$ cat src/hdl/pca_pkg.sv
`default_nettype none
package pca_pkg;

  typedef struct packed {
    logic [7:0] red_in;
    logic [7:0] green_in;
    logic [7:0] blue_in;
    logic [7:0] alpha_in;
    logic       last_pixel;
  } pix_in_t;

  typedef struct packed {
    logic [7:0] red_out;
    logic [7:0] green_out;
    logic [7:0] blue_out;
    logic [7:0] alpha_out;
    logic       last_out;
    logic [7:0] avg_red;
    logic [7:0] avg_green;
    logic [7:0] avg_blue;
  } pix_out_t;

  // classified word handed from the front to the back
  typedef struct packed {
    logic [2:0][23:0] s;      // byte * gain
    logic [1:0]       sel;    // index of the brightest channel
    logic             over;   // brightest channel above one
    logic [7:0]       alpha;
    logic             last;
  } front_word_t;

  localparam logic [2:0] REG_GAIN       = 3'd0;
  localparam logic [2:0] REG_CONTRAST   = 3'd1;
  localparam logic [2:0] REG_SATURATION = 3'd2;
  localparam logic [2:0] REG_MONO       = 3'd3;
  localparam logic [2:0] REG_INVERT     = 3'd4;

  localparam logic [23:0] OVER_LIMIT = 24'd1044480; // 255 * 4096
  localparam logic [29:0] SUM_MAX    = 30'h3FFF_FFFF;
  localparam logic [22:0] COUNT_MAX  = 23'h7F_FFFF;

endpackage
`default_nettype wire

$ cat src/hdl/pca_front.sv
`default_nettype none
module pca_front (
  input  wire                   clk,
  input  wire                   rst,
  input  wire  [15:0]           gain,
  input  wire                   in_valid,
  output logic                  in_ready,
  input  pca_pkg::pix_in_t      in_word,
  output logic                  fw_valid,
  input  wire                   fw_ready,
  output pca_pkg::front_word_t  fw
);
  logic [23:0] sr, sg, sb;
  pca_pkg::front_word_t w;

  always_comb begin
    sr = 24'(in_word.red_in) * 24'(gain);
    sg = 24'(in_word.green_in) * 24'(gain);
    sb = 24'(in_word.blue_in) * 24'(gain);
    w.s[0] = sr;
    w.s[1] = sg;
    w.s[2] = sb;
    w.alpha = in_word.alpha_in;
    w.last = in_word.last_pixel;
    if (sr >= sg && sr >= sb) w.sel = 2'd0;
    else if (sg >= sb) w.sel = 2'd1;
    else w.sel = 2'd2;
    w.over = (sr > pca_pkg::OVER_LIMIT) || (sg > pca_pkg::OVER_LIMIT) ||
             (sb > pca_pkg::OVER_LIMIT);
  end

  assign in_ready = !fw_valid || fw_ready;

  always_ff @(posedge clk) begin
    if (rst) begin
      fw_valid <= 1'b0;
    end else if (in_ready) begin
      fw_valid <= in_valid;
    end
    if (in_ready && in_valid) fw <= w;
  end
endmodule
`default_nettype wire

$ cat config.mk
export PLATFORM = sky130hd
export DESIGN_NAME = pca_front
export DESIGN_NICKNAME = d
export VERILOG_FILES = /design/src/hdl/pca_pkg.sv /design/src/hdl/pca_front.sv
export SDC_FILE = /design/constraint.sdc
export NUM_CORES = 1
export LEC_CHECK = 0
export BUFFER_PORTS_ARGS = -buffer_cell sky130_fd_sc_hd__clkbuf_2
export CORE_UTILIZATION = 50
export CTS_CLUSTER_SIZE = 28
export DETAILED_ROUTE_END_ITERATION = 12
export PLACE_DENSITY = 0.71
export RECOVER_POWER = 25
export REMOVE_ABC_BUFFERS = 1
export SETUP_SLACK_MARGIN = 0.4
export SLEW_MARGIN = 20
export SYNTH_ARGS = -nofsm -noshare
export SYNTH_HDL_FRONTEND = slang
export SYNTH_SLANG_ARGS = --single-unit
$ cat constraint.sdc
create_clock -name clk -period 12.05 [get_ports clk]
set_input_delay 3.615 -clock clk [delete_from_list [all_inputs] [get_ports clk]]
set_output_delay 3.615 -clock clk [all_outputs]
set_load 0.02 [all_outputs]
==> qor.yml <==
outcome:
  outcome: "complete, no violations"
synthesis:
  yosys.area.top_type: "fa_1"
  mappedNetlistArea_um2: 16600
  synth.distinct_cells: 75
  async_flop_share: 0
  ys_seq_elements: 85
  synth_area_leaders: "fa_1 30%, edfxtp_1 15%, ha_1 15%"
  ys.flop_type: "edfxtp_1"
  ys_warn_count: 0
  synth-edff-count: 84
  syn_inst: 1737
  synth-seq-area-share: 0.153
  synth_top_cell_area_share: 0.304
  syn_area_per_cell_um2: 9.54
floorplanning:
  io_pins: 139
  die-area_um2: 33900
  start_util: 0.509
  chipWidth_um: 184
  fp.dieH_um: 184
  core_um2: 32500
  num_rows: 66
final_layout:
  final_core_util: 0.551
  layout_common_cells: "322 x inv_1, 301 x and2_1, 252 x fa_1, 195 x ha_1, 120 x nand2_1"
  mostFrequentLayoutCell: "inv_1"
  final_layout_size_suffix_gt1_frac: 0.0833
  area_delta_synth_final_pct: 8.15
  finalNetCount: 2332
  antenna_cells: 0
timing:
  min_period_ns: 10.67
  slew_violations: 0
  fin_crit_sh: 0.885
  fmax_mhz: 93.7
  hold_viol: 0
  setup_viol: 0
  skew_ns: 0.0113
  rsz0062_at_grt: "no"
  slew_headroom: 0.0754
  worst_slew_pin_slew_ns: 1.39
  fin_setup_tns_ns: 0
routing:
  postRouteAntennaNets: 0
  num_vias: 12529
  routed_wl_um: 42000
  dr.first_iter.drc_count: 771
  wl_per_cell_um: 18.4
  viasPerCell: 5.50
  drc: 0
  drtPass1Iterations: 5
run:
  cap_violations: 0
clock_tree:
  clk_pin_slew_ns: 0.07
  numClockSinks: 85
  ctsHoldBuffers: 0
  cts_buffer_depth: 2
  postCtsSetupBuffers: 0
  cts-buffers-inserted: 9
  clk_latency_ns: 0.34
  h-tree-depth: 3
  cts_resized: 0
  clockRootBuffer: "clkbuf_16"
  cts_tree: "done"
setup_path:
  path_class: "primary input to flip-flop"
  worstPathArrival_ns: 10.87
  cp_slowest_cell: "clkbuf_1"
  critPathCaptureType: "flip-flop"
  cpPeakStageDelay_ns: 0.81
  cp-start-kind: "primary input"
  path_max_fanout: 24
  required_ns: 12.25
global_route:
  grt_pass1_vias: 13165
  antenna_found_initial: 0
  grt_max_degree: 63
  grt.overflow.total: 0
  grt_pass1_wl_um: 69100
  grt_usage: 0.261
place:
  routabilityCongestion: 0.961
  numPortBuffers: 138
  place_hpwl_um: 33700
worst_hold_path:
  hold_path.class: "flip-flop to flip-flop"
## layer usage
metal  global-route usage  routed length [um]  share of wire
met5                    0                   0              0
met4               0.0527                 588          0.014
met3               0.0252                2240          0.053
met2                0.436               19500           0.46
met1                0.368               19700           0.47
## state kept, by name (all words and copies together) (netlist names)
signal    cells
fw           84
fw_valid      1
## layout make-up
type                       count  area (um2)
inverter                     325        1220
fill                        2928       14600
timing repair buffer         143         693
sequential                    85        2540
tap                          442         553
clock inverter                 6        92.6
multi-input combinational   1268       12600
clock buffer                  10         229
## worst paths after layout
kind,start,to,slack [ns],cells past startpoint
worst min-delay path,fw_valid$_SDFFE_PP0N_,fw_valid$_SDFFE_PP0N_,0.54,2
worst max register to register,fw_valid$_SDFFE_PP0N_,fw[60]$_DFFE_PP_,9.37,3
worst min register to register,fw_valid$_SDFFE_PP0N_,fw_valid$_SDFFE_PP0N_,0.54,2
worst max-delay path,gain[0],fw[11]$_SDFFCE_PP0P_,1.38,28
## metrics by stage
stage | cell area (um2) | setup slack, ns | cells | hold slack (ns)
floorplan | 16300 | 2.54 | 1678 | 0.729
global placement | 17600 | 1.56 | 2263 | 0.503
detailed placement | 17600 | 1.38 | 2263 | 0.534
CTS | 18000 | 1.73 | 2279 | 0.545
global route | 17900 | 0.996 | 2279 | 0.568
finish | 17900 | 1.38 | 2279 | 0.536
## Yosys cell counts (6+ instances only)
| cell type | instances |
|---|---|
| a211oi_1 | 17 |
| a21o_1 | 41 |
| a21oi_1 | 47 |
| a311oi_1 | 6 |
| a31oi_1 | 7 |
| and2_1 | 303 |
| and3_1 | 7 |
| clkbuf_1 | 59 |
| edfxtp_1 | 84 |
| fa_1 | 252 |
| ha_1 | 195 |
| inv_1 | 322 |
| nand2_1 | 120 |
| nand2b_1 | 7 |
| nand3_1 | 11 |
| nand4_1 | 14 |
| nor2_1 | 29 |
| nor2b_1 | 6 |
| nor3_1 | 16 |
| o211ai_1 | 9 |
| o21a_1 | 12 |
| o21ai_0 | 30 |
| o21ai_1 | 8 |
| or3_1 | 6 |
| xnor2_1 | 36 |
| xor2_1 | 16 |
## kinds of logic after synthesis
| family | Yosys count | synth area share |
|---|---|---|
| AOI/OAI and AO/OA | 221 | 0.0939 |
| xor gates and xnor gates | 54 | 0.0294 |
| adders and majority gates | 448 | 0.452 |
| buffers and inverters | 384 | 0.0871 |
| DFF | 85 | 0.153 |
| muxes | 2 | 0.00121 |
| and+or+nand+nor | 543 | 0.183 |
## worst max-delay path, delay by kind of cell
family	cells	cell delay, ns
AND/OR/NAND/NOR	4	0.60
buffers and inverters	5	1.11
XOR/XNOR	1	0.40
AO/OA/AOI/OAI	12	2.49
adder cells (fa/ha/maj)	6	2.64
Power is left out: the tool's default activity adds up to more than one toggle a clock period on the data nets, which glitch-free logic cannot reach.
