===== src/hdl/pca_pkg.sv =====
`default_nettype none
package pca_pkg;

  typedef struct packed {
    logic [7:0] red_in;
    logic [7:0] green_in;
    logic [7:0] blue_in;
    logic [7:0] alpha_in;
    logic       last_pixel;
  } pix_in_t;

  typedef struct packed {
    logic [7:0] red_out;
    logic [7:0] green_out;
    logic [7:0] blue_out;
    logic [7:0] alpha_out;
    logic       last_out;
    logic [7:0] avg_red;
    logic [7:0] avg_green;
    logic [7:0] avg_blue;
  } pix_out_t;

  // classified word handed from the front to the back
  typedef struct packed {
    logic [2:0][23:0] s;      // byte * gain
    logic [1:0]       sel;    // index of the brightest channel
    logic             over;   // brightest channel above one
    logic [7:0]       alpha;
    logic             last;
  } front_word_t;

  localparam logic [2:0] REG_GAIN       = 3'd0;
  localparam logic [2:0] REG_CONTRAST   = 3'd1;
  localparam logic [2:0] REG_SATURATION = 3'd2;
  localparam logic [2:0] REG_MONO       = 3'd3;
  localparam logic [2:0] REG_INVERT     = 3'd4;

  localparam logic [23:0] OVER_LIMIT = 24'd1044480; // 255 * 4096
  localparam logic [29:0] SUM_MAX    = 30'h3FFF_FFFF;
  localparam logic [22:0] COUNT_MAX  = 23'h7F_FFFF;

endpackage
`default_nettype wire


===== src/hdl/pca_back.sv =====
`default_nettype none
module pca_back #(
  parameter int MAX_SIDE = 2048
) (
  input  wire                  clk,
  input  wire                  rst,
  input  wire  [15:0]          contrast,
  input  wire  [15:0]          saturation,
  input  wire                  mono_enable,
  input  wire                  invert_enable,
  input  wire                  q_valid,
  output logic                 q_ready,
  input  pca_pkg::front_word_t q,
  output logic                 out_valid,
  input  wire                  out_ready,
  output pca_pkg::pix_out_t    out_word
);
  localparam longint LimRaw = longint'(MAX_SIDE) * longint'(MAX_SIDE);
  localparam logic [22:0] CountLim =
    (LimRaw < 64'h7F_FFFF) ? 23'(LimRaw) : pca_pkg::COUNT_MAX;

  typedef enum logic [3:0] {
    S_IDLE, S_NORM, S_CON, S_CLAMP, S_LUMA, S_SAT, S_BYTE, S_ACC, S_AVG, S_FIN
  } state_t;

  state_t state;
  pca_pkg::front_word_t cur;
  logic [1:0] k;
  // shared restoring divider
  logic [40:0] num;
  logic [33:0] rem;
  logic [29:0] den;
  logic [5:0]  dcnt;
  logic [2:0][16:0] tv;
  logic [2:0][16:0] cv;
  logic signed [41:0] prod;
  logic [16:0] lum;
  logic [35:0] lacc;
  logic [2:0][7:0] px;
  logic [2:0][7:0] av;
  logic [2:0][29:0] sums;
  logic [22:0] count;
  logic [34:0] rem_sh;
  logic [49:0] recip;

  assign q_ready = state == S_IDLE;
  assign rem_sh = {rem, num[40]};
  assign lum = lacc[32:16];
  // 16*s/255 as a reciprocal multiply, exact for 16*s below 2^24
  assign recip = 50'({cur.s[k], 4'd0}) * 50'd16843010;

  function automatic logic [7:0] post(input logic [2:0][7:0] v, input int i,
                                      input logic mono, input logic inv);
    logic [9:0] sm;
    logic [19:0] q3;
    logic [7:0] r;
    sm = 10'(v[0]) + 10'(v[1]) + 10'(v[2]);
    q3 = 20'(sm) * 20'd683;   // sum / 3 by reciprocal
    r = mono ? q3[18:11] : v[i];
    return inv ? 8'd255 - r : r;
  endfunction

  always_ff @(posedge clk) begin
    if (rst) begin
      state <= S_IDLE;
      out_valid <= 1'b0;
      sums <= '0;
      count <= '0;
    end else begin
      if (out_valid && out_ready && state != S_FIN) out_valid <= 1'b0;
      unique case (state)
        S_IDLE: begin
          if (q_valid && q_ready) begin
            cur <= q;
            k <= 2'd0;
            state <= S_NORM;
            dcnt <= '0;
          end
        end
        S_NORM: begin
          // per channel: s*65536/m by bit-serial division, or s*16/255
          if (dcnt == 6'd0 && !cur.over) begin
            tv[k] <= recip[48:32];
            if (k == 2'd2) begin
              k <= 2'd0;
              state <= S_CON;
            end else k <= k + 2'd1;
          end else if (dcnt == 6'd0) begin
            num <= {1'b0, cur.s[k], 16'd0};
            den <= {6'd0, cur.s[cur.sel]};
            rem <= '0;
            dcnt <= 6'd1;
          end else if (dcnt <= 6'd41) begin
            if ({1'b0, rem_sh} >= {6'd0, den}) begin
              rem <= 34'(rem_sh - 35'(den));
              num <= {num[39:0], 1'b1};
            end else begin
              rem <= rem_sh[33:0];
              num <= {num[39:0], 1'b0};
            end
            dcnt <= dcnt + 6'd1;
          end else begin
            tv[k] <= num[16:0];
            dcnt <= '0;
            if (k == 2'd2) begin
              k <= 2'd0;
              state <= S_CON;
            end else k <= k + 2'd1;
          end
        end
        S_CON: begin
          prod <= $signed({25'd0, tv[k]}) * $signed({26'd0, contrast}) +
                  42'sd134217728 - $signed({26'd0, contrast}) * 42'sd32768;
          state <= S_CLAMP;
        end
        S_CLAMP: begin
          if (prod < 0) cv[k] <= '0;
          else if (prod[41:12] > 30'd65536) cv[k] <= 17'd65536;
          else cv[k] <= prod[28:12];
          if (k == 2'd2) begin
            k <= 2'd0;
            lacc <= '0;
            state <= S_LUMA;
          end else begin
            k <= k + 2'd1;
            state <= S_CON;
          end
        end
        S_LUMA: begin
          unique case (k)
            2'd0: lacc <= lacc + 36'(cv[0]) * 36'd13926;
            2'd1: lacc <= lacc + 36'(cv[1]) * 36'd46884;
            default: lacc <= lacc + 36'(cv[2]) * 36'd4725;
          endcase
          if (k == 2'd2) begin
            k <= 2'd0;
            state <= S_SAT;
          end else k <= k + 2'd1;
        end
        S_SAT: begin
          prod <= $signed({25'd0, lum}) * 42'sd4096 +
                  $signed({26'd0, saturation}) *
                  ($signed({25'd0, cv[k]}) - $signed({25'd0, lum}));
          state <= S_BYTE;
        end
        S_BYTE: begin
          // v*255/65536, clamp
          if (prod < 0) px[k] <= 8'd0;
          else if (prod[41:12] * 30'd255 >= 30'(255 * 65536)) px[k] <= 8'd255;
          else px[k] <= 8'((prod[41:12] * 30'd255) >> 16);
          if (k == 2'd2) begin
            k <= 2'd0;
            state <= S_ACC;
          end else begin
            k <= k + 2'd1;
            state <= S_SAT;
          end
        end
        S_ACC: begin
          for (int i = 0; i < 3; i++) begin
            if ({1'b0, sums[i]} + 31'(px[i]) > {1'b0, pca_pkg::SUM_MAX})
              sums[i] <= pca_pkg::SUM_MAX;
            else sums[i] <= sums[i] + 30'(px[i]);
          end
          if (count < CountLim) count <= count + 23'd1;
          av <= '0;
          k <= 2'd0;
          dcnt <= '0;
          state <= cur.last ? S_AVG : S_FIN;
        end
        S_AVG: begin
          // sum/count per channel, same shared divider
          if (dcnt == 6'd0) begin
            num <= {11'd0, sums[k]};
            den <= {7'd0, count};
            rem <= '0;
            dcnt <= 6'd1;
          end else if (dcnt <= 6'd41) begin
            if ({1'b0, rem_sh} >= {6'd0, den}) begin
              rem <= 34'(rem_sh - 35'(den));
              num <= {num[39:0], 1'b1};
            end else begin
              rem <= rem_sh[33:0];
              num <= {num[39:0], 1'b0};
            end
            dcnt <= dcnt + 6'd1;
          end else begin
            av[k] <= (count == '0) ? 8'd0 : ((num[29:8] != '0) ? 8'd255 : num[7:0]);
            dcnt <= '0;
            if (k == 2'd2) begin
              sums <= '0;
              count <= '0;
              state <= S_FIN;
            end else k <= k + 2'd1;
          end
        end
        S_FIN: begin
          if (!out_valid || out_ready) begin
            out_word.red_out   <= post(px, 0, mono_enable, invert_enable);
            out_word.green_out <= post(px, 1, mono_enable, invert_enable);
            out_word.blue_out  <= post(px, 2, mono_enable, invert_enable);
            out_word.alpha_out <= cur.alpha;
            out_word.last_out  <= cur.last;
            out_word.avg_red   <= cur.last ? post(av, 0, mono_enable, invert_enable) : 8'd0;
            out_word.avg_green <= cur.last ? post(av, 1, mono_enable, invert_enable) : 8'd0;
            out_word.avg_blue  <= cur.last ? post(av, 2, mono_enable, invert_enable) : 8'd0;
            out_valid <= 1'b1;
            state <= S_IDLE;
          end
        end
        default: state <= S_IDLE;
      endcase
    end
  end
endmodule
`default_nettype wire


===== config.mk =====
export PLATFORM = sky130hd
export DESIGN_NAME = pca_back
export DESIGN_NICKNAME = d
export VERILOG_FILES = /design/src/hdl/pca_pkg.sv /design/src/hdl/pca_back.sv
export SDC_FILE = /design/constraint.sdc
export NUM_CORES = 2
export LEC_CHECK = 0
export BUFFER_PORTS_ARGS = -buffer_cell sky130_fd_sc_hd__clkbuf_2
export CAP_MARGIN = 25
export CELL_PAD_IN_SITES_DETAIL_PLACEMENT = 2
export CELL_PAD_IN_SITES_GLOBAL_PLACEMENT = 2
export CORE_MARGIN = 4
export CORE_UTILIZATION = 35
export DETAILED_ROUTE_END_ITERATION = 6
export PLACE_DENSITY_LB_ADDON = 0.15
export SLEW_MARGIN = 20
export SYNTH_ARGS = -nofsm -noshare
export SYNTH_HDL_FRONTEND = slang
export SYNTH_SLANG_ARGS = --single-unit

===== constraint.sdc =====
create_clock -name clk -period 14 [get_ports clk]
set_input_delay 0.7 -clock clk [delete_from_list [all_inputs] [get_ports clk]]
set_output_delay 0.7 -clock clk [all_outputs]
set_load 0.01 [all_outputs]

==> impl_metrics.yaml <==
status:
  status: "complete, no violations"
synthesis:
  synth_top_area_share_pct: 25.1
  synthXorXnorAreaFrac_pct: 4.14
  synth_enable_flop_cells: 455
  synth_top_family_by_area: "adder cells"
  synth-main-ff-cell: "edfxtp_1"
  ys_top_cells_by_area: "fa_1 25%, edfxtp_1 17%, ha_1 16%, inv_1 7.1%, nand2_1 3.3%"
  yosys.area.top_type: "fa_1"
  synth_area_per_cell_um2: 9.47
  synth_area_um2: 79000
  ys_seq_area_share_pct: 20.3
  syn_inst: 8341
  muxShareOfSynthArea_pct: 2.20
  synth-seq-cells: 573
  syn_nets: 10500
  synthAdderAreaFrac_pct: 41.3
  synth_simple_gate_area_share_pct: 11.9
  synth_compound_area_share_pct: 11.6
  synthArstFlopShare_pct: 0
  synth.distinct_cells: 92
  ys_warn_count: 0
detailed_routing:
  routed_wl_um: 276000
  first_iter_violations: 2969
  avgViaCountPerCell: 5.32
  dr.pass1.iters: 5
  wl_per_cell_um: 24.0
  postRouteAntennaNets: 0
  vias: 61200
  route.detailed.drc: 0
sta:
  worst_pin_slew_ns: 1.14
  post-route-period-util_pct: 79.7
  drv_slew: 0
  fmax_mhz: 89.6
  fin_ws_ns: 2.84
  rsz0062_at_grt: "no"
  setup_viol: 0
  timing_hold_violations_final: 0
  min_period_ns: 11.16
  finalClockSkew_ns: 0.0522
  relSlewSlack_pct: 23.1
  setup-tns-final_ns: 0
placement:
  place_congestion: 0.870
  dp_cells: 11400
  hpwl_um: 220000
  place_ws_ns: 2.82
  io_buffer_count: 180
cts:
  htreeDepth: 3
  cts_tree: "built"
  clk_path_buf_depth: 3
  root_buffer: "clkbuf_16"
  cts_resized: 0
  ctsHoldBuffers: 0
  cts_setup_buffers: 0
  cts_inserted_buffers: 76
  worstSkewPairLatency_ns: 0.73
  clk_pin_slew_ns: 0.07
  cts.sinks: 573
floorplanning:
  fp.dieH_um: 483
  die_x_um: 483
  initial_utilization_pct: 35.2
  fp-row-count: 174
  core_um2: 225000
  io_pins: 181
  dieArea_um2: 233000
global_route:
  grt_first_pass_wirelength_um: 430000
  grt_start_max_net_pins: 94
  gr-total-overflow: 0
  grt_pass1_vias: 70000
  track_usage_pct: 23.6
  grt_antenna_before_repair: 5
critical_path:
  cp_common_cell: "fa_1"
  worstSetupPathType: "reg2reg"
  cp_max_fo: 87
  crit_arrival_ns: 11.57
  critPathCaptureType: "flip-flop"
  critPathMaxStageDelay_ns: 0.62
  slowest_stage: "nand3_1"
  startpoint_type: "flip-flop"
  required_ns: 14.41
min_path:
  hp-class: "in2reg"
finish:
  fin_nets: 10600
  fill_cells: 24500
  drive_gt1_share_pct: 6.08
  finalNonFillerCells: 11500
  area_growth_syn_to_layout_pct: 9.65
flow_run:
  maxCapViolCount: 0
[sequential cells by signal, summed over array words and instances (netlist names), 33 cells and up]
name	flops
cur	84
cv	51
lacc	33
num	41
out_word	57
rem	34
sums	90
tv	51
[layout by cell type (no fill, tap or decap), types with 41 or more instances in the layout]
master     synthesis  final
inv_1           1501   1501
ha_1            1020   1017
fa_1             989    989
nand2_1          691    690
edfxtp_1         455    455
a21oi_1          412    412
o21ai_0          418    398
nor2_1           327    317
and2_1           310    310
xnor2_1          256    253
clkbuf_2           1    179
mux2i_1          171    171
nand3_1          156    156
buf_4              1    135
a21o_1           126    126
dfxtp_1          118    118
xor2_1           117    114
nor2b_1          100     97
clkbuf_16          0     77
nor3_1            81     75
a211oi_1          58     58
and3_1            54     54
a22oi_1           51     51
o31ai_1           50     50
nand2b_1          49     49
o21a_1            46     46
a31oi_1           43     43
nand4_1           42     42
o21bai_1          41     41
[logic make-up (layout without fill, tap and decap cells)]
logic type,count (synthesis),after routing
flops,573,573
xor+xnor,373,373
simple gates,1941,1941
other cells,0,1
mux,173,173
fa+ha+maj,2012,2012
buf+inv,1792,1964
compound gates,1477,1477
[final timing paths]
kind                            depth (start not counted)   start  slack (ns)      endpoint
worst max-delay path                                   38    k[1]        2.84      prod[40]
worst min-delay path                                    1   q[57]        0.15       cur[57]
worst max register to register                         38    k[1]        2.84      prod[40]
worst min register to register                          0  cur[3]        0.42  out_word[27]
[metal layers]
metal	global-route usage, %	vias to the layer above	share of wire, %
met5	0	-	0
met4	3.86	0	1.5
met3	1.82	212	2.6
met2	40.5	743	48
met1	33.1	32500	48
li1	-	27800	-
[cells in the mapped netlist (13+ instances only)]
cell type / n
inv_1: 1501
ha_1: 1020
fa_1: 989
nand2_1: 691
edfxtp_1: 455
o21ai_0: 418
a21oi_1: 412
nor2_1: 327
and2_1: 310
xnor2_1: 256
clkbuf_1: 250
mux2i_1: 171
nand3_1: 156
a21o_1: 126
dfxtp_1: 118
xor2_1: 117
nor2b_1: 100
nor3_1: 81
a211oi_1: 58
and3_1: 54
a22oi_1: 51
o31ai_1: 50
nand2b_1: 49
o21a_1: 46
a31oi_1: 43
nand4_1: 42
o21bai_1: 41
buf_1: 32
or3_1: 31
o211ai_1: 26
nor4_1: 23
o21ai_1: 23
a22o_1: 20
a222oi_1: 16
or2_2: 15
a221o_1: 14
nand3b_1: 13
o22ai_1: 13
[stage by stage]
step	instance area [um^2]	utilization, %	hold WS [ns]
after floorplan	79000	-	0.400
after global placement	83800	37.3	0.400
after detailed placement	83900	37.3	0.406
after CTS	86600	38.5	0.0888
after global routing	86600	38.5	0.110
final	86600	38.5	0.151
[layout make-up]
type                       count  area [um^2]  share of cell area (%)
sequential                   573        16000                    18.5
clock buffer                  90         2010                    2.32
antenna                        1         2.50                 0.00289
multi-input combinational   5976        56400                    65.2
timing repair buffer         322         2040                    2.36
inverter                    1501         5630                    6.51
tap                         2992         3740                    4.32
clock inverter                51          713                   0.824
[worst max-delay path: cells and delay by family (launching register included)]
family / cells / cell delay, ns
AO/OA/AOI/OAI: 15 / 3.59
XOR/XNOR: 1 / 0.15
adder cells (fa/ha/maj): 9 / 4.03
buffers and inverters: 6 / 0.88
flip-flops: 1 / 0.44
multiplexers: 1 / 0.21
AND/OR/NAND/NOR: 6 / 1.54
Power is not shown: default switching activity piles up to over one toggle a cycle in this logic, so the estimate is an artifact.
