$ cat src/hdl/pca_pkg.sv
`default_nettype none
package pca_pkg;

  typedef struct packed {
    logic [7:0] red_in;
    logic [7:0] green_in;
    logic [7:0] blue_in;
    logic [7:0] alpha_in;
    logic       last_pixel;
  } pix_in_t;

  typedef struct packed {
    logic [7:0] red_out;
    logic [7:0] green_out;
    logic [7:0] blue_out;
    logic [7:0] alpha_out;
    logic       last_out;
    logic [7:0] avg_red;
    logic [7:0] avg_green;
    logic [7:0] avg_blue;
  } pix_out_t;

  // classified word handed from the front to the back
  typedef struct packed {
    logic [2:0][23:0] s;      // byte * gain
    logic [1:0]       sel;    // index of the brightest channel
    logic             over;   // brightest channel above one
    logic [7:0]       alpha;
    logic             last;
  } front_word_t;

  localparam logic [2:0] REG_GAIN       = 3'd0;
  localparam logic [2:0] REG_CONTRAST   = 3'd1;
  localparam logic [2:0] REG_SATURATION = 3'd2;
  localparam logic [2:0] REG_MONO       = 3'd3;
  localparam logic [2:0] REG_INVERT     = 3'd4;

  localparam logic [23:0] OVER_LIMIT = 24'd1044480; // 255 * 4096
  localparam logic [29:0] SUM_MAX    = 30'h3FFF_FFFF;
  localparam logic [22:0] COUNT_MAX  = 23'h7F_FFFF;

endpackage
`default_nettype wire

$ cat src/hdl/pca_queue.sv
`default_nettype none
module pca_queue (
  input  wire                  clk,
  input  wire                  rst,
  input  wire                  wr_valid,
  output logic                 wr_ready,
  input  pca_pkg::front_word_t wr_data,
  output logic                 rd_valid,
  input  wire                  rd_ready,
  output pca_pkg::front_word_t rd_data
);
  pca_pkg::front_word_t mem [2];
  logic wp, rp;
  logic [1:0] fill;
  logic wr, rd;

  assign wr = wr_valid && wr_ready;
  assign rd = rd_valid && rd_ready;
  assign wr_ready = fill != 2'd2;
  assign rd_valid = fill != 2'd0;
  assign rd_data = mem[rp];

  always_ff @(posedge clk) begin
    if (rst) begin
      wp <= 1'b0;
      rp <= 1'b0;
      fill <= 2'd0;
    end else begin
      if (wr) wp <= !wp;
      if (rd) rp <= !rp;
      fill <= fill + 2'(wr) - 2'(rd);
    end
    if (wr) mem[wp] <= wr_data;
  end
endmodule
`default_nettype wire

$ cat config.mk
export PLATFORM = sky130hd
export DESIGN_NAME = pca_queue
export DESIGN_NICKNAME = d
export VERILOG_FILES = /design/src/hdl/pca_pkg.sv /design/src/hdl/pca_queue.sv
export SDC_FILE = /design/constraint.sdc
export NUM_CORES = 1
export LEC_CHECK = 0
export BUFFER_PORTS_ARGS = -buffer_cell sky130_fd_sc_hd__buf_2
export CAP_MARGIN = 10
export CORE_MARGIN = 3
export CORE_UTILIZATION = 35
export DETAILED_ROUTE_END_ITERATION = 16
export SYNTH_ARGS = -nofsm -noshare
export SYNTH_HDL_FRONTEND = slang
export SYNTH_SLANG_ARGS = --single-unit
$ cat constraint.sdc
create_clock -name clk -period 4.7 [get_ports clk]
set_input_delay 0.705 -clock clk [delete_from_list [all_inputs] [get_ports clk]]
set_output_delay 0.705 -clock clk [all_outputs]
set_load 0.02 [all_outputs]
==> results of run 1 <==
-- report_power, final --
part	internal (µW)	switching, µW	total [µW]
Clock	884	550	1430
Sequential	1880	63.0	1940
Combinational	324	530	854
-- worst register-to-register path, delay by kind of cell (launching register included) --
family / cells / cell delay, ns
buf+inv: 2 / 1.41
simple gates: 2 / 0.40
flops: 1 / 0.37
-- path summary, 6_finish.rpt --
| check | startpoint | cells past startpoint | slack (ns) | endpoint |
|---|---|---|---|---|
| worst min-delay path | wr_data[75] | 1 | 0.47 | mem[1][75] |
| worst max register to register | fill[0] | 4 | 2.22 | mem[0][13] |
| worst max-delay path | flip-flop | 3 | 2.02 | rd_data[0] |
| worst min register to register | rp | 2 | 0.50 | flip-flop |
-- state kept, by name, indices dropped and copies added, names as in the netlist, named ones only --
name and count:
rp 1, wp 1, mem 168, fill 2
-- cell usage in the layout (no fill, tap or decap), types with 2 or more instances in the layout --
cell / netlist / layout
buf_2: 2 / 173
edfxtp_1: 168 / 168
mux2_1: 74 / 74
clkbuf_16: 0 / 17
mux2_2: 10 / 10
nor2_1: 4 / 4
clkinv_2: 0 / 4
bufinv_16: 0 / 4
dfxtp_1: 5 / 4
nor2b_1: 2 / 2
clkbuf_1: 0 / 2
clkinv_4: 0 / 2
buf_4: 1 / 2
-- synth_stat cells (all sizes together) --
| master | n |
|---|---|
| a21oi | 1 |
| nor4 | 1 |
| ha | 1 |
| buf | 9 |
| nor3 | 1 |
| mux2 | 84 |
| nand2b | 1 |
| and3 | 2 |
| nor2b | 2 |
| dfxtp | 5 |
| nand3b | 1 |
| o21ba | 1 |
| o31a | 1 |
| a21bo | 1 |
| nor4bb | 1 |
| inv | 1 |
| or2 | 1 |
| edfxtp | 168 |
| xor2 | 1 |
| nor2 | 4 |
| o21ai | 2 |
| nand3 | 1 |
-- routing by layer --
| layer | track usage (%) | vias up | wire (µm) |
|---|---|---|---|
| met5 | 0 | - | 20 |
| met4 | 3.37 | 2 | 78 |
| met3 | 5.05 | 9 | 856 |
| met2 | 20.3 | 109 | 5950 |
| met1 | 14.3 | 1605 | 4780 |
| li1 | - | 1523 | - |
-- stage by stage --
stage	area [µm²]	hold WS [ns]	std cells	setup slack [ns]
floorplan	6340	0.472	290	1.52
global placement	7430	0.486	681	1.96
detailed placement	7430	0.487	681	1.88
CTS	8030	0.448	711	1.71
global route	8060	0.452	712	1.91
finish	8060	0.475	712	2.02
-- cell type report --
type	count	area, µm²	share of cell area (%)
Tap cell	225	282	3.49
Clock inverter	11	169	2.10
Inverter	1	5.00	0.0621
Multi-Input combinational cell	107	1110	13.8
Clock buffer	19	433	5.37
Timing Repair Buffer	176	908	11.3
Sequential cell	173	5150	63.9
-- cells by family after synthesis --
group	share of synthesized area, %
buffers and inverters	1.40
multiplexers	14.9
flip-flops	81.1
XOR/XNOR	0.138
AO/OA/AOI/OAI	0.690
adder cells (fa/ha/maj)	0.197
AND/OR/NAND/NOR	1.54
==> flow_summary_export.csv, run 1 <==
group,metric,value,unit
routing,post_drt_wl_per_cell,16.4,µm
worst_setup_path,cp.required,3.99,ns
routing,drc,0,
yosys,synth_area,6340,µm²
clock_tree,clk_pin_slew,0.06,ns
worst_setup_path,critPathCaptureType,"output pin",
clock_tree,cts_root_buf,"clkbuf_16",
yosys,synthCells,290,
clock_tree,cts_resized,0,
worst_setup_path,max_stage_delay,0.60,ns
yosys,synth.distinct_cells,26,
yosys,yosysSeqAreaShare,81.1,%
min_path,hold_path.class,"input pin to flip-flop",
worst_setup_path,crit_fanout,60,
clock_tree,cts-hold-fix-buffers,0,
grt,grt_max_degree,85,
layout,nets,565,
worst_setup_path,path_cells,"buf_16 -> mux2_1 -> buf_2",
layout,fill_cells,1545,
sta,tns,0,ns
yosys,ys_warn_count,0,
sta,slew_headroom,32.7,%
routing,detail-route-antenna-nets,0,
layout,drive_above_1_share,45.2,%
floorplan,placementRows,48,
run_status,status,"finished clean",
clock_tree,cts_tree,"yes",
clock_tree,cts_max_level,4,
placement,gp_congestion,0.678,
floorplan,die_width,141,µm
worst_setup_path,criticalPathCategory,"flip-flop to output pin",
yosys,ys_top_cells_by_area,"edfxtp_1 80%, mux2_1 13%, mux2_2 1.8%",
sta,rsz0062_at_grt,"no",
yosys,syn_area_per_cell,21.9,µm²
floorplan,initial_core_util,36.2,%
yosys,syn_nets,379,
sta,skew,0.00799,ns
placement,dp.final_hpwl,7410,µm
sta,setup_viol,0,
floorplan,dieHeight,141,µm
layout,utilization,46.0,%
floorplan,io_pins,174,
worst_setup_path,cp.arrival,1.97,ns
layout,syn2layout_area_growth,27.1,%
clock_tree,insertion_delay,0.41,ns
routing,route.vias.total,3248,
layout,num_antenna_cells,0,
routing,totalWireLength,11700,µm
yosys,synth-seq-cells,173,
floorplan,core_region_area,17500,µm²
sta,max_slew.worst_pin.slew,1.01,ns
power_and_ir_drop,p_leak,0.00301,µW
grt,antenna_found_initial,1,
yosys,synth_top_cell_by_area,"edfxtp_1",
grt,grt_overflow,0,
clock_tree,cts_inserted_buffers,17,
grt,grt_pass1_vias,3544,
sta,period_needed,2.68,ns
sta,fin_crit_sh,57.0,%
worst_setup_path,path_buf_inv,2,
power_and_ir_drop,finalPower,4230,µW
clock_tree,cts_buffer_depth,2,
sta,final-max-slew-violation-count,0,
floorplan,die_area,19800,µm²
grt,gr-usage-all-layers,12.1,%
worst_setup_path,cp_top_family,"flip-flops",
grt,grt_pass1_wl,18500,µm
clock_tree,cts_setup_buffers,0,
routing,drt_iter0_drc,193,
worst_setup_path,crit_slowest_cell,"dfxtp_4",
clock_tree,clkSinkCount,173,
placement,port_buffers,173,
sta,clock.fmax,374,MHz
power_and_ir_drop,peakVddDrop,0.000262,V
sta,finalHoldViolCount,0,
power_and_ir_drop,pwr_density_cell,525,nW/µm²
routing,avgViaCountPerCell,4.56,
routing,dr.pass1.iters,4,
worst_setup_path,start_kind,"flip-flop",
flow_run,drv_cap,0,
yosys,synth_top_area_share,79.5,%
Power figures use the tool's default switching activity.
==> run 2: changes to the inputs <==
--- a/config.mk
+++ b/config.mk
@@ -5,6 +5,7 @@
 export SDC_FILE = /design/constraint.sdc
 export NUM_CORES = 1
 export LEC_CHECK = 0
+export ABC_AREA = 1
 export BUFFER_PORTS_ARGS = -buffer_cell sky130_fd_sc_hd__buf_2
 export CAP_MARGIN = 10
 export CORE_MARGIN = 3
==> constraint.sdc (replaced) <==
create_clock -name clk -period 2.2 [get_ports clk]
set_input_delay 0.33 -clock clk [delete_from_list [all_inputs] [get_ports clk]]
set_output_delay 0.33 -clock clk [all_outputs]
set_load 0.02 [all_outputs]
==> run 2 against run 1 <==
Effect of this change:
- die area is 3.0% higher
- core utilization hardly changed
- synthesized area is 3.1% higher
- global-route usage is 0.077 points higher
- final cell count is 2.7% higher
- critical path depth stayed put
- highest routed layer unchanged
==> flow_summary_export.csv, run 2 <==
group,metric,value,unit
run_status,status,"finished clean",
layout,largest_reg_flops,168,
yosys,synth_common_cells,"168 x edfxtp_1, 60 x mux2_4, 24 x mux2_2, 9 x nor2_1",
worst_setup_path,crit_slowest_cell,"dfxtp_4",
placement,dp_cells,696,
yosys,async_flop_share,0,%
yosys,synth_edf_count,168,
sta,max_slew.worst_pin.slew,0.520,ns
power_and_ir_drop,pwr_density_cell,1200,nW/µm²
worst_setup_path,critPathCaptureType,"output pin",
grt,grt_pass1_wl,18700,µm
layout,largestRegisters,"mem (168), fill (2)",
layout,final_cell_mix,"173 x buf_2, 168 x edfxtp_1, 60 x mux2_4, 24 x mux2_2, 17 x clkbuf_16",
yosys,synth.most_common_cell,"edfxtp_1",
sta,final-max-slew-violation-count,0,
worst_setup_path,criticalPathCategory,"flip-flop to output pin",
yosys,syn_nets,386,
grt,grt_pass1_vias,3536,
floorplan,core_region_area,18100,µm²
floorplan,dieHeight,143,µm
worst_setup_path,worst_r2r_path_depth,9,
min_path,hold_path.class,"input pin to flip-flop",
sta,rsz0062_at_grt,"no",
worst_setup_path,start_kind,"flip-flop",
clock_tree,cts_resized,0,
sta,clock.fmax,507,MHz
clock_tree,insertion_delay,0.42,ns
yosys,synth-seq-cells,173,
layout,stdcell_area,8330,µm²
floorplan,die_width,143,µm
clock_tree,cts_inserted_buffers,17,
sta,fin_crit_sh,89.6,%
placement,port_buffers,173,
sta,period_needed,1.97,ns
clock_tree,cts_root_buf,"clkbuf_16",
clock_tree,cts_tree,"yes",
worst_setup_path,max_stage_delay,0.40,ns
worst_setup_path,crit_fanout,36,
worst_setup_path,cp_top_family,"buffers and inverters",
floorplan,placementRows,49,
yosys,ys_warn_count,0,
layout,fin_cells,731,
worst_setup_path,path_cells,"buf_12 -> mux2_2 -> buf_2",
layout,syn2layout_area_growth,27.4,%
worst_setup_path,r2r-start,"fill[1]",
min_path,hold_depth,2,
yosys,synth.distinct_cells,14,
clock_tree,cts_max_level,4,
flow_run,drv_cap,0,
routing,drt_iter0_drc,102,
yosys,ys_top_cells_by_area,"edfxtp_1 77%, mux2_4 14%, mux2_2 4.1%",
routing,drc,0,
layout,drive_above_1_share,60.8,%
worst_setup_path,path_buf_inv,2,
floorplan,initial_core_util,36.0,%
routing,post_drt_wl_per_cell,16.6,µm
routing,totalWireLength,12100,µm
yosys,synth_top_cell_by_area,"edfxtp_1",
layout,layout_commonest_cell,"buf_2",
clock_tree,cts_buffer_depth,2,
yosys,synth_top_area_share,77.1,%
yosys,synth_top_flop_cell,"edfxtp_1",
clock_tree,clkSinkCount,173,
grt,antenna_found_initial,3,
power_and_ir_drop,peakVddDrop,0.000511,V
sta,finalHoldViolCount,0,
clock_tree,clk_pin_slew,0.07,ns
floorplan,die_area,20400,µm²
routing,dr.pass1.iters,4,
routing,detail-route-antenna-nets,0,
layout,nets,578,
routing,avgViaCountPerCell,4.53,
min_path,min_from,"rst",
grt,grt_overflow,0,
sta,skew,0.0103,ns
grt,gr-usage-all-layers,12.2,%
clock_tree,cts-hold-fix-buffers,0,
routing,route.vias.total,3308,
min_path,min_to,"fill[0]",
yosys,yosysSeqAreaShare,78.7,%
yosys,syn_area_per_cell,22.0,µm²
grt,grt_max_degree,85,
worst_setup_path,reg2reg_slack,0.52,ns
floorplan,io_pins,174,
sta,setup_viol,0,
layout,top_register,"mem",
power_and_ir_drop,p_leak,0.00324,µW
worst_setup_path,cp.required,1.87,ns
placement,gp_congestion,0.674,
placement,place_area,7730,µm²
yosys,synth_area,6540,µm²
placement,dp.final_hpwl,8050,µm
worst_setup_path,r2r_end,"fill[1]",
yosys,synthCells,297,
sta,slew_headroom,65.4,%
layout,num_antenna_cells,0,
worst_setup_path,cp.arrival,1.64,ns
layout,utilization,45.9,%
## run 2: repair_timing
item | CTS | global route
hold endpoints to repair | 0 | 0
setup buffers | 3 | 0
setup endpoints to repair | 2 | 0
## run 2: how the worst max path moves through the flow
stage / slack (ns) / end / startpoint / depth (start not counted)
finish: 0.23 / rd_data[6] / flip-flop / 3
detailed placement: 0.47 / rd_data[6] / flip-flop / 3
floorplan: -0.04 / mem[1][0] / fill[0] / 4
global placement: 0.50 / rd_data[4] / flip-flop / 3
CTS: 0.19 / rd_data[6] / flip-flop / 3
global route: 0.16 / rd_data[14] / flip-flop / 3
## run 2: per-layer routing
| layer | track usage [%] | part of all wire, % | routed length [µm] |
|---|---|---|---|
| met1 | 14.3 | 41 | 4940 |
| met2 | 20.0 | 50 | 6050 |
| met3 | 4.96 | 7.2 | 872 |
| met5 | 0 | 0.32 | 39 |
| met4 | 4.70 | 1.7 | 206 |
## run 2: power breakdown
| group | leakage (µW) | total [µW] | internal (µW) | switching [µW] |
|---|---|---|---|---|
| Clock | 0.000276 | 2830 | 1580 | 1250 |
| Combinational | 0.00135 | 2810 | 1230 | 1590 |
| Sequential | 0.00161 | 4330 | 4180 | 141 |
## run 2: cells by family (layout without fill, tap and decap cells)
kind of cell / Yosys count / after routing / synth area share [%]
flip-flops: 173 / 173 / 78.7
multiplexers: 84 / 84 / 17.9
AND/OR/NAND/NOR: 19 / 19 / 1.13
buffers and inverters: 17 / 222 / 1.82
AO/OA/AOI/OAI: 2 / 2 / 0.153
adder cells (fa/ha/maj): 1 / 1 / 0.191
XOR/XNOR: 1 / 1 / 0.134
## run 2: stage by stage
stage / total power, µW / setup WS, ns / setup TNS [ns] / hold WS [ns]
6_report: 9970 / 0.229 / 0 / 0.0905
5_1_grt: 10500 / 0.157 / 0 / 0.0679
4_1_cts: 10100 / 0.194 / 0 / 0.0631
3_5_place_dp: 7220 / 0.472 / 0 / 0.501
3_3_place_gp: 7170 / 0.501 / 0 / 0.486
2_1_floorplan: 6390 / -0.0448 / -4.86 / 0.394
## run 2: final cells by class
cell class,count,area (µm²)
well taps,229,287
inverters,8,30.0
multi-input cells,107,1310
clock inverters,15,138
clock buffers,17,425
repair buffers,182,996
fillers,1622,9820
flip-flops and latches,173,5150
==> run 3: changes to the inputs <==
--- a/config.mk
+++ b/config.mk
@@ -8,9 +8,12 @@
 export ABC_AREA = 1
 export BUFFER_PORTS_ARGS = -buffer_cell sky130_fd_sc_hd__buf_2
 export CAP_MARGIN = 10
+export CELL_PAD_IN_SITES_DETAIL_PLACEMENT = 0
+export CELL_PAD_IN_SITES_GLOBAL_PLACEMENT = 1
 export CORE_MARGIN = 3
 export CORE_UTILIZATION = 35
 export DETAILED_ROUTE_END_ITERATION = 16
+export PLACE_DENSITY_LB_ADDON = 0.1
 export SYNTH_ARGS = -nofsm -noshare
 export SYNTH_HDL_FRONTEND = slang
 export SYNTH_SLANG_ARGS = --single-unit
==> run 3 against run 2 <==
Effect of this change:
- critical path depth stayed put
- sequential power barely moved
- non-clock buffer count is the same
- count of clock-buffer cells in the layout grew 1
- maximum frequency increased by 1.9%
- final area increased by 0.17%
- sequential share of layout area decreased by 0.10 points
==> flow_summary_export.csv, run 3 (synthesis gave the netlist of run 2 again) <==
group,metric,value,unit
run_status,status,"finished clean",
layout,drive_above_1_share,60.4,%
placement,place_ws,0.471,ns
sta,clock.fmax,517,MHz
sta,finalWorstSetupSlack,0.265,ns
routing,avgViaCountPerCell,4.44,
worst_setup_path,cp.required,1.87,ns
floorplan,die_area,20400,µm²
min_path,hold_path.class,"input pin to flip-flop",
grt,grt_max_degree,71,
sta,max_slew.worst_pin.slew,0.418,ns
layout,syn2layout_area_growth,27.6,%
sta,skew,0.00795,ns
routing,dr.pass1.iters,4,
clock_tree,clk_pin_slew,0.06,ns
floorplan,placementRows,49,
clock_tree,cts_max_level,4,
placement,dp.final_hpwl,8020,µm
worst_setup_path,crit_fanout,21,
routing,drt_iter0_drc,112,
clock_tree,cts_buffer_depth,2,
clock_tree,cts_root_buf,"clkbuf_16",
grt,grt_pass1_wl,18400,µm
power_and_ir_drop,finalPower,9940,µW
placement,place_area,7770,µm²
sta,slew_headroom,72.2,%
clock_tree,cts-hold-fix-buffers,0,
layout,nets,578,
layout,largest_reg_flops,168,
power_and_ir_drop,peakVddDrop,0.000560,V
worst_setup_path,start_kind,"flip-flop",
sta,fin_crit_sh,87.9,%
placement,port_buffers,173,
worst_setup_path,cp.arrival,1.60,ns
power_and_ir_drop,p_leak,0.00323,µW
placement,gp_congestion,0.659,
layout,layout_commonest_cell,"buf_2",
sta,rsz0062_at_grt,"no",
sta,final-max-slew-violation-count,0,
grt,grt_overflow,0,
routing,drc,0,
routing,route.vias.total,3248,
grt,gr-usage-all-layers,12.1,%
floorplan,io_pins,174,
clock_tree,cts_tree,"yes",
clock_tree,insertion_delay,0.42,ns
floorplan,initial_core_util,36.0,%
routing,post_drt_wl_per_cell,16.7,µm
routing,totalWireLength,12200,µm
worst_setup_path,criticalPathCategory,"flip-flop to output pin",
worst_setup_path,path_cells,"buf_12 -> mux2_2 -> buf_2",
routing,detail-route-antenna-nets,0,
clock_tree,cts_inserted_buffers,17,
clock_tree,cts_resized,0,
grt,grt_pass1_vias,3501,
sta,holdWs,0.0959,ns
worst_setup_path,max_stage_delay,0.44,ns
sta,tns,0,ns
worst_setup_path,critPathCaptureType,"output pin",
flow_run,drv_cap,0,
layout,stdcell_area,8350,µm²
power_and_ir_drop,pwr_density_cell,1190,nW/µm²
sta,period_needed,1.93,ns
layout,final_cell_mix,"173 x buf_2, 168 x edfxtp_1, 60 x mux2_4, 24 x mux2_2, 17 x clkbuf_16",
layout,top_register,"mem",
sta,setup_viol,0,
floorplan,dieHeight,143,µm
worst_setup_path,crit_slowest_cell,"dfxtp_4",
floorplan,core_region_area,18100,µm²
worst_setup_path,cp_top_family,"flip-flops",
worst_setup_path,path_buf_inv,2,
clock_tree,clkSinkCount,173,
grt,antenna_found_initial,0,
floorplan,die_width,143,µm
layout,largestRegisters,"mem (168), fill (2)",
sta,finalHoldViolCount,0,
## run 3: cell count changes in the layout (fill, tap and decap cells not counted), sizes merged
cell      previous run  this run
inv                 13        11
clkbuf              17        18
clkinvlp             2         3
diode                0         1
## run 3: per-stage QoR
stage	std cells	util (%)
6_report	732	46.0
5_1_grt	731	46.0
4_1_cts	730	45.9
2_1_floorplan	297	-
3_3_place_gp	698	42.8
3_5_place_dp	698	42.8
## run 3: power by group
part	internal, µW	total, µW	switching [µW]
Sequential	4180	4330	143
Clock	1560	2770	1210
Combinational	1250	2850	1600
Total	6990	9940	2950
## run 3: final timing paths
kind / to / cells after the start / slack (ns) / from
worst min-delay path: mem[0][15] / 1 / 0.1 / wr_data[15]
worst min register to register: rp / 2 / 0.51 / rp
worst max-delay path: rd_data[20] / 3 / 0.27 / flip-flop
worst max register to register: fill[1] / 10 / 0.61 / fill[1]
## run 3: what timing repair did
| item | 4_1_cts | 5_1_grt |
|---|---|---|
| hold endpoints to repair | 0 | 0 |
| endpoints found under the setup margin | 0 | 8 |
| buffers inserted | 0 | 1 |
## run 3: routing by layer
layer  global-route usage, %  share of wire (%)  vias to the layer above
met4                    5.10                1.6                        0
met2                    20.5                 50                      107
met3                    3.99                6.1                       13
li1                        -                  -                     1548
met1                    14.0                 42                     1580
met5                       0                  0                        -
## run 3: cell type report
class / instances / area, µm²
multi-input cells: 107 / 1310
inverters: 8 / 30.0
diodes: 1 / 2.50
repair buffers: 182 / 1020
fillers: 1601 / 9800
flip-flops and latches: 173 / 5150
clock inverters: 14 / 120
clock buffers: 18 / 429
well taps: 229 / 287
